`config.mk`:
```
export PLATFORM = sky130hd
export DESIGN_NAME = lpcp_queue
export DESIGN_NICKNAME = d
export VERILOG_FILES = /design/src/rtl/lpcp_pkg.sv /design/src/rtl/lpcp_queue.sv
export SDC_FILE = /design/constraint.sdc
export NUM_CORES = 1
export LEC_CHECK = 0
export ABC_CLOCK_PERIOD_IN_PS = 59100
export BUFFER_PORTS_ARGS = -buffer_cell sky130_fd_sc_hd__clkbuf_2
export CORE_AREA = 2 2 388 390
export DETAILED_ROUTE_END_ITERATION = 8
export DIE_AREA = 0 0 390 392
export PLACE_DENSITY = 0.46
export REMOVE_ABC_BUFFERS = 1
export SYNTH_ARGS = -nofsm -noshare
export SYNTH_HDL_FRONTEND = slang
export SYNTH_SLANG_ARGS = --single-unit
```
`constraint.sdc`:
```
create_clock -name clk -period 59.1 [get_ports clk]
set_clock_uncertainty 0.15 [all_clocks]
set_input_delay 8.865 -clock clk [delete_from_list [all_inputs] [get_ports clk]]
set_output_delay 8.865 -clock clk [all_outputs]
set_load 0.01 [all_outputs]
```
`src/rtl/lpcp_pkg.sv`:
```
`timescale 1ns / 1ps
package lpcp_pkg;

	localparam int COORD_WIDTH = 32;
	localparam int DIFF_WIDTH = COORD_WIDTH + 1;
	localparam int QUEUE_DEPTH = 2;

	localparam logic [1:0] ST_OK = 2'd0;
	localparam logic [1:0] ST_PARALLEL = 2'd1;

	typedef enum logic [1:0] {
		KIND_NORM,
		KIND_SHARED,
		KIND_PAR
	} kind_t;

	typedef struct packed {
		logic signed [COORD_WIDTH-1:0] a_start_x;
		logic signed [COORD_WIDTH-1:0] a_start_y;
		logic signed [COORD_WIDTH-1:0] a_start_z;
		logic signed [COORD_WIDTH-1:0] a_end_x;
		logic signed [COORD_WIDTH-1:0] a_end_y;
		logic signed [COORD_WIDTH-1:0] a_end_z;
		logic signed [COORD_WIDTH-1:0] b_start_x;
		logic signed [COORD_WIDTH-1:0] b_start_y;
		logic signed [COORD_WIDTH-1:0] b_start_z;
		logic signed [COORD_WIDTH-1:0] b_end_x;
		logic signed [COORD_WIDTH-1:0] b_end_y;
		logic signed [COORD_WIDTH-1:0] b_end_z;
	} in_word_t;

	typedef struct packed {
		logic signed [COORD_WIDTH-1:0] foot_a_x;
		logic signed [COORD_WIDTH-1:0] foot_a_y;
		logic signed [COORD_WIDTH-1:0] foot_a_z;
		logic signed [COORD_WIDTH-1:0] foot_b_x;
		logic signed [COORD_WIDTH-1:0] foot_b_y;
		logic signed [COORD_WIDTH-1:0] foot_b_z;
		logic [1:0] status;
	} out_word_t;

	typedef struct packed {
		kind_t kind;
		logic [2:0][COORD_WIDTH-1:0] sp;
		logic [2:0][COORD_WIDTH-1:0] mp;
		logic [2:0][DIFF_WIDTH-1:0] d1;
		logic [2:0][DIFF_WIDTH-1:0] d2;
		logic [2:0][DIFF_WIDTH-1:0] wv;
	} front_word_t;

endpackage

```
`src/rtl/lpcp_queue.sv`:
```
`timescale 1ns / 1ps
module lpcp_queue #(
	parameter int DEPTH = lpcp_pkg::QUEUE_DEPTH
) (
	input logic clk,
	input logic arst_n,
	input logic push,
	input lpcp_pkg::front_word_t wdata,
	output logic full,
	input logic pop,
	output lpcp_pkg::front_word_t rdata,
	output logic avail
);

	localparam int PW = (DEPTH > 1) ? $clog2(DEPTH) : 1;

	lpcp_pkg::front_word_t mem_q [DEPTH];
	logic [PW-1:0] wr_q, rd_q;
	logic [PW:0] cnt_q;

	assign full = (cnt_q == (PW+1)'(DEPTH));
	assign avail = (cnt_q != '0);
	assign rdata = mem_q[rd_q];

	always_ff @(posedge clk) begin
		if (push) begin
			mem_q[wr_q] <= wdata;
		end
	end

	always_ff @(posedge clk or negedge arst_n) begin
		if (!arst_n) begin
			wr_q <= '0;
			rd_q <= '0;
			cnt_q <= '0;
		end else begin
			if (push) begin
				wr_q <= (wr_q == PW'(DEPTH - 1)) ? '0 : wr_q + 1'b1;
			end
			if (pop) begin
				rd_q <= (rd_q == PW'(DEPTH - 1)) ? '0 : rd_q + 1'b1;
			end
			if (push && !pop) begin
				cnt_q <= cnt_q + 1'b1;
			end else if (pop && !push) begin
				cnt_q <= cnt_q - 1'b1;
			end
		end
	end

endmodule

```
# == Yosys cells after proc, flatten, opt, wreduce, memory -nomap -nowiden ==
# Memories as Yosys holds them, arrays and structs flattened.
# Index checks and enable logic that the tools add are counted.
# op_classes
n_reduce_logical,6
n_addsub,4
eq_ne,1
muxes,6
# op_table
cell,count
two-way mux 1 bit,4
two-way mux 2 bit,2
nonzero test 2 bit,2
adder 1 bit (second input constant),2
adder 2 x 1 -> 2 bit (second input constant),1
equality test 2 bit (second input constant),1
logical AND 1 bit,2
logical NOT 1 bit,2
subtractor 2 x 1 -> 2 bit (second input constant),1
# totals
ff_bits,4
output_inout_bits,493
inputBits,495
mem_bits_rw,982
n_memories,1
elab_cells,21
# mem_list
name,words,width,rd,rd_ports_with_merged_regs,wr,line,rtl
mem_q,2,491,1,0,1,lpcp_queue.sv:17,lpcp_pkg::front_word_t mem_q [DEPTH];

# == Logic depth before layout (Yosys ltp) ==
# logic_depth
ltp_word,4
ltp_mapped,5

# == Least setup slack after synthesis ==
# OpenSTA, ideal clock, no wires.
# synth_path
path_type,input-to-reg
start,input push
end,memory mem_q[0][0] (netlist bit) (enable)
setup_time_ns,1.415
path_buffers,0
path_stages,1
required_ns,57.535
t_arrival_ns,29.918
path_slack_ns,27.616
path_cell_list,nor2b_1
# synth_between
elab_chain_len,2
# synth_rtl
item,line,rtl
"start, declared",lpcp_queue.sv:7,"input logic push,"
two-way mux 1 bit,lpcp_queue.sv:26,if (push) begin
two-way mux 1 bit (not written as such),lpcp_queue.sv:27,mem_q[wr_q] <= wdata;
"end, declared",lpcp_queue.sv:17,
# No other way between the ends.

==> impl_results.md <==
- Status: finished, final reports clean
- Global Route met1 Usage: 13.5%
- Synth Warn #: 0
- Synth Area in Compound Gates: 0%
- Initial DRC Count: between 800 and 900
- Skew-Pair Late Insertion Delay: 0.70 ns
- I/O pin cnt: just under 1000
- Main combinational cell family by area after synthesis: multiplexers
- Clk sinks: 986
- WL final: about 98000 µm
- Detailed Place HPWL: 69400 µm
- TritonCTS Buffers: 108
- Hold-fix buffers, CTS: 0
- Cell count after synthesis: 1544
- CP Class: flip-flop to output pin
- Ratio of cells with drive above 1 in the final layout: 60.6%
- Adder-Cell Fraction of Synth Area: 0.0346%
- Design Area, Final: 0.0465 mm²
- Core Rows: 142
- Synth cell types: 16
- CTS tree: done
- Worst setup SP type: flip-flop
- Mapped cell area: 0.0361 mm²
- Final count of hold timing violations: 0
- Port bufs: 987
- Finish-stage setup viols: 0
- Via density: about 4.0
- Leakage power: approximately 0.017 µW
- Die height: 392 µm
- DR vias: approximately 19000
- Fmax achieved: 72.2 MHz
- Max-cap violations: 0
- CTS clock-pin slew for the worst setup and hold paths: 0.06 ns
- Core area: 0.149 mm²
- Routed WL per cell: 21.1 µm
- Setup Fix Bufs, Post-CTS: 0
- Total track usage: 12.2%
- Vias in the first global route: 19200
- CP Capture Type: output pin
- Cell Pwr Density: 48.7 mW/mm²
- WP data required: 50.08 ns
- TNS Setup: 0 ns
- Grt met3 use: under 10%
- Die Area: around 0.15 mm²
- Synth Area in Simple Gates: less than 1%
- Post-route DRC: 0
- Relative slew slack: 19.6%
- Busiest grt layer: met2
- Crit share post-route: 23.4%
- Filler cell count: roughly 15000
- Worst path arrival time: 4.83 ns
- Sequential share of the synthesized area: 81.9%
- Average size of a mapped cell: 23.4 µm²
- Largest net degree at the start of global routing: around 150
- RSZ-0062 raised after global routing: no
- Initial antenna violation count: 38
- Grt ovf: 0
- Placed cell area: 0.0431 mm²
- VDD IR max: 28.6 µV
- Slew Limit Fails: 0
- Final #Nets: 3102
- Met2 Track Usage GR: roughly 20%
- Mux contribution to synthesized area: ~16%
- XOR/XNOR share of the synthesized area: 0.121%
- Detail Route Antenna Nets: 0
- Min-Delay Path Class: flip-flop to flip-flop
- CP Max Fanout: 67
- Area grow syn2layout: 28.8%
- First-pass GRT wire length: 134000 µm
- # H-tree levels: 3
- Die Width: 390 µm
- Root Driver: clkbuf_16
- Clock buffer depth: 3
- Placer congestion estimate: approximately 0.8
- Crit path time final: ~14 ns
- Initial core utilization: about 24%
- Detailed Routing Iterations Pass 1: 6
- Slew @ Worst Pin: 1.21 ns
- # resized after CTS: 0
- Synthesis-stage register bit count: 986
[metal layers]
layer | routed length (µm) | share of wire [%]
met3 | 10500 | 11
met2 | 48100 | 49
met5 | 200 | 0.20
met4 | 2710 | 2.8
met1 | 36700 | 37
[placed cells by master (no fill, tap or decap), types with 2 or more instances in the layout]
master | netlist | layout
inv_16 | 0 | 2
mux2_4 | 80 | 80
clkbuf_16 | 0 | 109
diode_2 | 0 | 9
mux2_1 | 11 | 11
clkinv_1 | 0 | 36
xor2_1 | 4 | 4
clkinv_4 | 0 | 3
dfrtp_1 | 4 | 3
clkinv_2 | 0 | 15
buf_4 | 1 | 17
edfxtp_1 | 982 | 982
clkinv_16 | 0 | 2
buf_12 | 0 | 3
clkbuf_2 | 0 | 987
mux2_2 | 400 | 400
bufinv_16 | 0 | 8
inv_6 | 0 | 2
clkbuf_1 | 0 | 22
clkinvlp_4 | 0 | 2
[cell type report]
type,count,area (µm²),share of cell area (%)
antenna,9,22.5,0.0484
inverter,1,3.75,0.00807
sequential,986,29600,63.6
tap,1944,2430,5.23
clock inverter,71,621,1.33
timing repair buffer,1007,5130,11.0
clock buffer,131,2810,6.04
multi-input combinational,502,5920,12.7
[critical path: stages, from the launching register on]
cell and delay [ns]:
dfrtp_4 1.02, buf_4 0.87, buf_4 0.84, buf_4 0.61, mux2_2 0.42, clkbuf_2 0.14
[final timing paths]
path | startpoint | end | slack, ns | cells after the start
min in group asynchronous | arst_n | rd_q$_DFFE_PN0P_ | 7.82 | 1
worst min-delay path | cnt_q[1]$_DFFE_PN0P_ | cnt_q[1]$_DFFE_PN0P_ | 0.33 | 1
worst max-delay path | rd_q$_DFFE_PN0P_ | rdata[216] | 45.26 | 5
max in group asynchronous | arst_n | rd_q$_DFFE_PN0P_ | 50.82 | 1
worst min register to register | cnt_q[1]$_DFFE_PN0P_ | cnt_q[1]$_DFFE_PN0P_ | 0.33 | 1
worst max register to register | wr_q$_DFFE_PN0P_ | mem_q[0][477]$_DFFE_PP_ | 54.85 | 5
[synth_stat cells, drive strengths merged]
cell,instances,share of area [%]
inv,1,0.010
or2,1,0.017
edfxtp,982,82
xor2,4,0.097
nor2b,2,0.035
and2,1,0.017
nor2,1,0.010
ha,1,0.035
buf,55,1.7
xnor2,1,0.024
mux2,491,16
dfrtp,4,0.28
[per-stage QoR]
step / power (µW) / setup slack (ns) / hold slack (ns) / std cells / utilization (%)
6_report: 2270 / 45.26 / 0.333 / 4651 / 31.3
5_1_grt: 2380 / 44.83 / 0.377 / 4648 / 31.2
4_1_cts: 2310 / 45.04 / 0.336 / 4642 / 31.2
3_3_place_gp: 1650 / 45.86 / 0.321 / 4440 / 28.9
2_1_floorplan: 1590 / 27.62 / 0.297 / 1489 / -
3_5_place_dp: 1650 / 45.87 / 0.325 / 4440 / 28.9
[flip-flops by register name, summed over array words and instances, names as in the netlist]
| register | count |
|---|---|
| cnt_q | 2 |
| wr_q | 1 |
| mem_q | 982 |
| rd_q | 1 |
[report_power, final]
part | internal [µW] | switching, µW | total [µW]
Sequential | 928 | 34.6 | 963
Combinational | 279 | 373 | 652
Clock | 374 | 278 | 652
[cells by family (layout without fill, tap and decap cells)]
family | Yosys count | in the layout
xor+xnor | 5 | 5
simple gates | 5 | 5
other cells | 0 | 9
flops | 986 | 986
buf+inv | 56 | 1210
fa+ha+maj | 1 | 1
mux | 491 | 491
(Power assumes the default switching activity.)
