## src/rtl/lpcp_pkg.sv

```systemverilog
`timescale 1ns / 1ps
package lpcp_pkg;

	localparam int COORD_WIDTH = 32;
	localparam int DIFF_WIDTH = COORD_WIDTH + 1;
	localparam int QUEUE_DEPTH = 2;

	localparam logic [1:0] ST_OK = 2'd0;
	localparam logic [1:0] ST_PARALLEL = 2'd1;

	typedef enum logic [1:0] {
		KIND_NORM,
		KIND_SHARED,
		KIND_PAR
	} kind_t;

	typedef struct packed {
		logic signed [COORD_WIDTH-1:0] a_start_x;
		logic signed [COORD_WIDTH-1:0] a_start_y;
		logic signed [COORD_WIDTH-1:0] a_start_z;
		logic signed [COORD_WIDTH-1:0] a_end_x;
		logic signed [COORD_WIDTH-1:0] a_end_y;
		logic signed [COORD_WIDTH-1:0] a_end_z;
		logic signed [COORD_WIDTH-1:0] b_start_x;
		logic signed [COORD_WIDTH-1:0] b_start_y;
		logic signed [COORD_WIDTH-1:0] b_start_z;
		logic signed [COORD_WIDTH-1:0] b_end_x;
		logic signed [COORD_WIDTH-1:0] b_end_y;
		logic signed [COORD_WIDTH-1:0] b_end_z;
	} in_word_t;

	typedef struct packed {
		logic signed [COORD_WIDTH-1:0] foot_a_x;
		logic signed [COORD_WIDTH-1:0] foot_a_y;
		logic signed [COORD_WIDTH-1:0] foot_a_z;
		logic signed [COORD_WIDTH-1:0] foot_b_x;
		logic signed [COORD_WIDTH-1:0] foot_b_y;
		logic signed [COORD_WIDTH-1:0] foot_b_z;
		logic [1:0] status;
	} out_word_t;

	typedef struct packed {
		kind_t kind;
		logic [2:0][COORD_WIDTH-1:0] sp;
		logic [2:0][COORD_WIDTH-1:0] mp;
		logic [2:0][DIFF_WIDTH-1:0] d1;
		logic [2:0][DIFF_WIDTH-1:0] d2;
		logic [2:0][DIFF_WIDTH-1:0] wv;
	} front_word_t;

endpackage

```

## src/rtl/lpcp_front.sv

```systemverilog
`timescale 1ns / 1ps
module lpcp_front (
	input lpcp_pkg::in_word_t in_word,
	output lpcp_pkg::front_word_t fw
);

	localparam int W = lpcp_pkg::COORD_WIDTH;
	localparam int D = lpcp_pkg::DIFF_WIDTH;

	logic [2:0][W-1:0] as_p, ae_p, bs_p, be_p, hit_p;
	logic hit;

	assign as_p = {in_word.a_start_z, in_word.a_start_y, in_word.a_start_x};
	assign ae_p = {in_word.a_end_z, in_word.a_end_y, in_word.a_end_x};
	assign bs_p = {in_word.b_start_z, in_word.b_start_y, in_word.b_start_x};
	assign be_p = {in_word.b_end_z, in_word.b_end_y, in_word.b_end_x};

	always_comb begin
		hit = 1'b1;
		hit_p = as_p;
		if (as_p == bs_p || as_p == be_p) begin
			hit_p = as_p;
		end else if (ae_p == bs_p || ae_p == be_p) begin
			hit_p = ae_p;
		end else begin
			hit = 1'b0;
		end
	end

	always_comb begin
		fw.kind = hit ? lpcp_pkg::KIND_SHARED : lpcp_pkg::KIND_NORM;
		fw.sp = hit ? hit_p : as_p;
		fw.mp = hit ? hit_p : bs_p;
		for (int k = 0; k < 3; k++) begin
			fw.d1[k] = D'($signed(ae_p[k])) - D'($signed(as_p[k]));
			fw.d2[k] = D'($signed(be_p[k])) - D'($signed(bs_p[k]));
			fw.wv[k] = D'($signed(bs_p[k])) - D'($signed(as_p[k]));
		end
	end

endmodule

```

## config.mk

```make
export PLATFORM = sky130hd
export DESIGN_NAME = lpcp_front
export DESIGN_NICKNAME = d
export VERILOG_FILES = /design/src/rtl/lpcp_pkg.sv /design/src/rtl/lpcp_front.sv
export SDC_FILE = /design/constraint.sdc
export NUM_CORES = 1
export LEC_CHECK = 0
export BUFFER_PORTS_ARGS = -buffer_cell sky130_fd_sc_hd__buf_2
export CAP_MARGIN = 40
export CORE_AREA = 10 10 328 330
export DETAILED_ROUTE_END_ITERATION = 6
export DIE_AREA = 0 0 338 340
export PLACE_DENSITY = 0.45
export SLEW_MARGIN = 0
export SYNTH_ARGS = -nofsm -noshare
export SYNTH_HDL_FRONTEND = slang
export SYNTH_SLANG_ARGS = --single-unit
```

## constraint.sdc

```tcl
create_clock -name vclk -period 8.2
set_clock_uncertainty 0.1 [all_clocks]
set_input_delay 0.82 -clock vclk [all_inputs]
set_output_delay 0.82 -clock vclk [all_outputs]
set_load 0.01 [all_outputs]
```

# After elaboration in Yosys (flattened, before gate mapping)
# Index checks and enable logic that the tools add are counted.
# classes
addsub	9
n_eq_ne	4
muxes	7
reduce_logical	2
# op_table
cell	count
96-bit equality test	4
96-bit 2-to-1 mux	4
32-bit by 32-bit subtractor with 33-bit output	9
1-bit 2-to-1 mux	3
1-bit logical OR	2
# word_totals
register_bits	0
in_bits	384
out_inout_bits	491

# Logic depth before layout (Yosys ltp)
# Gate-level depths: netlist (run 1).
# logic_depth
ltp_word	5
ltp_mapped	15

# Worst setup path after synthesis (run 1)
# Ideal clock, no wire load.
# synth_path
path_type	in2out
from	input port in_word[224] (netlist name)
to	output port fw[263] (netlist name)
t_arrival_ns	3.348
t_required_ns	7.280
setup_slack_ns	3.932
path_stages	13
path_cell_list	inv_1 ha_1 fa_1 nor2b_1 o21ai_1 a21o_1 a31oi_1 a21oi_1 o41ai_2 a211o_1 a21oi_1 o31a_1 o31a_1
# synth_lines
element	line	text
start, declared	lpcp_front.sv:3	input lpcp_pkg::in_word_t in_word,
end, declared	lpcp_front.sv:4	output lpcp_pkg::front_word_t fw

==> results.cfg, run 1 <==
[critical_path]
crit_path_end_kind = output port
worstPathArrival_ns = 5.00
start_kind = input pin
critical_path.max_fanout = 76
startpoint_to_endpoint_class_of_the_critical_path = in2out
worst_ep_required_time_ns = 7.28

[finish]
synthToLayoutAreaGrowth_pct = 29.1
clkbuf_count = 0
final_util_pct = 26.7
fin_cells = 5420
numSequentialCells = 0
post_route_cells_drive_above_1_share_pct = 23.3
sequential_cell_area_um2 = 0
final_net_count = 4721

[drt]
drt-pass1-iter-count = 5
route.detailed.wl_per_inst_um = 31.9
drt_drc_violations_left = 0
wl_um = 173000
drt_iter0_drc = 2040
dr_total_vias = 27528
final_antenna_net_count = 0
avgViaCountPerCell = 5.08

[sta]
final_period_minus_worst_setup_slack_ns = 5.92
timing.final.crit_share_pct = 72.2
layout_setup_ws_ns = 2.28
hold_viol_final = 0
finalSetupViolations = 0
timing_worst_slew_pin_value_ns = 0.949
unrepaired_setup_endpoints_after_global_routing = false
timing.fmax_mhz = 169
final-max-slew-violation-count = 0
final.setup.tns_ns = 0
timing.slew.headroom_pct = 36.5

[global_routing]
grt_pass1_wl_um = 229000
grtUsageTotal_pct = 28.2
antenna_found_initial = 29
gr-usage-met2_pct = 49.5
grt_pass1_vias = 27315
grtUsageMet1_pct = 36.6
grt-ovfl-total = 0
top_usage_layer = met2
pin_count_of_the_biggest_net_entering_global_routing = 91
globalRouteMet3Util_pct = 3.99

[synthesis]
ys.warnings.count = 0
synth_cell_type_count = 80
synthesis.instances = 3224
postSynthNetCount = 3905
synth_cell_area_um2 = 20900
syn-mean-instance-area_um2 = 6.48
ys_seq_area_share_pct = 0

[floorplanning]
fp.dieW_um = 338
initial_utilization_pct = 20.7
coreArea_um2 = 101000
floorplan_die_area_um2 = 115000
standard_cell_row_count = 117
die_height_um = 340
boundaryPins = 875

[clock_tree]
cts_hold_buffers = 0
postCtsSetupRepairBufs = 0
gates_resized_cts_repair = 0

[hold_path]
timing.hold.worst.class = in2out

[placed_design]
dp.cells = 5406
detailedPlace.worstSlack_ns = 2.15
port_buffers = 874
total_half_perimeter_wirelength_after_legalization_and_detailed_placement_um = 157000
final_replace_weighted_congestion = 0.983

[status]
outcome = finished clean

[run]
drv.max_cap_violation_count = 0
-- worst max-delay path, cell delays in order --
cell	delay, ns
sky130_fd_sc_hd__buf_2	0.17
sky130_fd_sc_hd__ha_1	0.61
sky130_fd_sc_hd__nand4_1	0.47
sky130_fd_sc_hd__nor4_1	0.80
sky130_fd_sc_hd__nand3_1	0.25
sky130_fd_sc_hd__o21ai_4	0.22
sky130_fd_sc_hd__buf_12	0.20
sky130_fd_sc_hd__buf_4	0.59
sky130_fd_sc_hd__o21ai_0	0.50
sky130_fd_sc_hd__buf_2	0.27
-- final timing paths --
check | end | slack, ns | from | cells after the start
worst max-delay path | fw[310] | 2.28 | in_word[288] | 10
worst min-delay path | fw[333] | 1.88 | in_word[324] | 4
-- per-stage QoR --
step	hold WS, ns	area, um^2
after floorplan	1.66	20900
after global placement	1.87	26800
after detailed placement	1.88	26900
after CTS	1.88	26900
after global routing	1.89	26900
final	1.88	27000
-- area by class of cell --
cell class / instances / area [um^2]
Multi-Input combinational cell: 2851 / 19500
Fill cell: 11787 / 74200
Inverter: 285 / 1070
Timing Repair Buffer: 902 / 4650
Tap cell: 1368 / 1710
Antenna cell: 14 / 35.0
-- metal layers --
layer	vias to the layer above	part of all wire (%)	routed length (um)
met2	1190	48	83000
met4	16	2.0	3540
li1	13028	-	-
met5	-	0.056	96
met3	139	6.1	10500
met1	13155	44	75800
-- synth_stat cells (all sizes together), types with 8 or more instances --
cell    count  area, um^2
nor2      247         927
a31oi      25         156
nor4       55         344
buf        33         166
o21bai     33         248
a211o       8        70.1
nor3       28         140
nand4      77         482
o31ai      10        85.1
o31a       12         105
xor2      239        2090
or3         8        50.1
xnor2     287        2510
nand2     304        1140
clkbuf     55         206
and3       23         144
nand2b     46         288
a21o      134        1010
a21oi     335        1680
a211oi     31         248
and2       12        75.1
or2         9        58.8
o21a       51         383
fa          9         180
inv       285        1070
nor2b      66         413
o21ai     363        1820
a21boi     10        75.1
nand3      51         255
ha        288        3600
-- cells in the final DEF, fill, tap and decap left out, types with 8 or more instances in the layout --
master,synthesis,final
sky130_fd_sc_hd__a211o_1,8,8
sky130_fd_sc_hd__a211oi_1,28,28
sky130_fd_sc_hd__a21boi_0,8,8
sky130_fd_sc_hd__a21o_1,134,134
sky130_fd_sc_hd__a21oi_1,334,334
sky130_fd_sc_hd__a31oi_1,25,25
sky130_fd_sc_hd__and2_1,12,12
sky130_fd_sc_hd__and3_1,23,23
sky130_fd_sc_hd__buf_2,25,875
sky130_fd_sc_hd__buf_4,3,19
sky130_fd_sc_hd__diode_2,0,14
sky130_fd_sc_hd__fa_1,9,9
sky130_fd_sc_hd__ha_1,288,288
sky130_fd_sc_hd__inv_1,285,285
sky130_fd_sc_hd__nand2_1,304,304
sky130_fd_sc_hd__nand2b_1,46,46
sky130_fd_sc_hd__nand3_1,51,51
sky130_fd_sc_hd__nand4_1,77,77
sky130_fd_sc_hd__nor2_1,247,247
sky130_fd_sc_hd__nor2b_1,66,65
sky130_fd_sc_hd__nor3_1,28,28
sky130_fd_sc_hd__nor4_1,55,52
sky130_fd_sc_hd__o21a_1,51,51
sky130_fd_sc_hd__o21ai_0,318,318
sky130_fd_sc_hd__o21ai_1,44,43
sky130_fd_sc_hd__o21bai_1,33,33
sky130_fd_sc_hd__o31a_1,12,12
sky130_fd_sc_hd__or3_1,8,8
sky130_fd_sc_hd__xnor2_1,287,287
sky130_fd_sc_hd__xor2_1,239,239
-- logic make-up (layout without fill, tap and decap cells) --
group                    after synthesis  count (layout)  synth area share [%]
multiplexers                           4               4                 0.210
other                                  1              15                0.0180
adder cells (fa/ha/maj)              297             297                  18.1
buffers and inverters                373            1187                  6.91
XOR/XNOR                             526             526                  22.1
AO/OA/AOI/OAI                       1075            1075                  31.2
AND/OR/NAND/NOR                      948             948                  21.5
==> run 2, diff against run 1 <==
==> constraint.sdc (replaced) <==
create_clock -name vclk -period 5.7
set_clock_uncertainty 0.1 [all_clocks]
set_input_delay 0.57 -clock vclk [all_inputs]
set_output_delay 0.57 -clock vclk [all_outputs]
set_load 0.01 [all_outputs]
==> results.cfg, run 2 (synthesis gave the netlist of run 1 again) <==
[floorplanning]
die_height_um = 340
coreArea_um2 = 101000
standard_cell_row_count = 117
fp.dieW_um = 338
floorplan_die_area_um2 = 115000
boundaryPins = 875
initial_utilization_pct = 20.7

[finish]
final_util_pct = 26.8
post_route_cells_drive_above_1_share_pct = 23.6
n_fill_cell = 11690
final_net_count = 4743
multi_input_area_um2 = 19500
numSequentialCells = 0
post-route-cell-area_um2 = 27100
synthToLayoutAreaGrowth_pct = 29.8
sequential_cell_area_um2 = 0
fin_cells = 5442
clkbuf_count = 0
mostFrequentLayoutCell = sky130_fd_sc_hd__buf_2
most-common-layout-cells = sky130_fd_sc_hd__buf_2 (874), sky130_fd_sc_hd__a21oi_1 (334), sky130_fd_sc_hd__o21ai_0 (318)

[clock_tree]
postCtsSetupRepairBufs = 0
cts_hold_buffers = 0
gates_resized_cts_repair = 0

[hold_path]
timing.hold.worst.class = in2out

[global_routing]
grt_pass1_wl_um = 229000
globalRouteMet3Util_pct = 4.24
grtUsageMet1_pct = 36.4
antenna_found_initial = 37
grt_pass1_vias = 27261
grt-ovfl-total = 0
pin_count_of_the_biggest_net_entering_global_routing = 121
grtUsageTotal_pct = 28.2
gr-usage-met2_pct = 49.3
top_usage_layer = met2

[placed_design]
detailedPlace.worstSlack_ns = 0.687
placedInstanceArea_um2 = 27100
dp.cells = 5427
total_half_perimeter_wirelength_after_legalization_and_detailed_placement_um = 157000
final_replace_weighted_congestion = 0.991
port_buffers = 874

[sta]
timing.final.crit_share_pct = 90.4
hold_viol_final = 0
final-max-slew-violation-count = 0
finalSetupViolations = 0
hold_slack_ns = 1.38
final.setup.tns_ns = 0
layout_setup_ws_ns = 0.545
unrepaired_setup_endpoints_after_global_routing = false
final_period_minus_worst_setup_slack_ns = 5.15
timing_worst_slew_pin_value_ns = 0.827
timing.slew.headroom_pct = 44.9
timing.fmax_mhz = 194

[drt]
avgViaCountPerCell = 5.04
dr_total_vias = 27442
drt_drc_violations_left = 0
drt_iter0_drc = 2133
drt-pass1-iter-count = 5
wl_um = 172000
route.detailed.wl_per_inst_um = 31.6
final_antenna_net_count = 0

[critical_path]
startpoint_to_endpoint_class_of_the_critical_path = in2out
critical_path.startpoint = in_word[296]
critical_path.max_fanout = 114
worst_ep_required_time_ns = 5.03
crit_path_end_kind = output port
worstPathArrival_ns = 4.48
crit_end = fw[310]
start_kind = input pin

[status]
outcome = finished clean

[power_and_ir_drop]
powerDensity_nw_per_um2 = 147
finalPower_mw = 3.98
p_leak_nw = 13.3
max-vdd-ir-drop_mv = 0.0562

[run]
drv.max_cap_violation_count = 0
[run 2: layer usage]
metal	vias to the layer above	wire, um
met4	16	3220
met1	13149	75400
met3	140	10900
li1	13068	-
met2	1069	82400
met5	-	104
[run 2: critical path, cell delays in order]
cell and delay (ns):
sky130_fd_sc_hd__buf_2 0.15, sky130_fd_sc_hd__inv_1 0.12, sky130_fd_sc_hd__ha_1 0.38, sky130_fd_sc_hd__nand2_1 0.11, sky130_fd_sc_hd__nor2_1 0.21, sky130_fd_sc_hd__nand2_1 0.22, sky130_fd_sc_hd__nor4_1 0.69, sky130_fd_sc_hd__and3_1 0.26
sky130_fd_sc_hd__nand3_1 0.12, sky130_fd_sc_hd__o21ai_4 0.28, sky130_fd_sc_hd__buf_12 0.30, sky130_fd_sc_hd__o21ai_0 0.48, sky130_fd_sc_hd__buf_2 0.27
[run 2: worst min path at each step]
stage / start / end / slack, ns / depth (start not counted)
after CTS: in_word[348] / fw[357] / 1.38 / 4
after floorplan: in_word[257] / fw[394] / 1.16 / 2
after global placement: in_word[348] / fw[357] / 1.38 / 4
after global routing: in_word[310] / fw[383] / 1.41 / 4
after detailed placement: in_word[348] / fw[357] / 1.38 / 4
final: in_word[348] / fw[357] / 1.38 / 4
[run 2: power by group]
part | internal, mW | switching, mW
Combinational | 1.38 | 2.59
Clock | 0.0000000998 | 0
Sequential | 0 | 0
Total | 1.38 | 2.59
[run 2: cell type report]
| class | count | share of cell area (%) |
|---|---|---|
| multi-input cells | 2851 | 71.8 |
| repair buffers | 924 | 17.8 |
| well taps | 1368 | 6.31 |
| inverters | 285 | 3.94 |
| diodes | 14 | 0.129 |
Power figures use the tool's default switching activity.
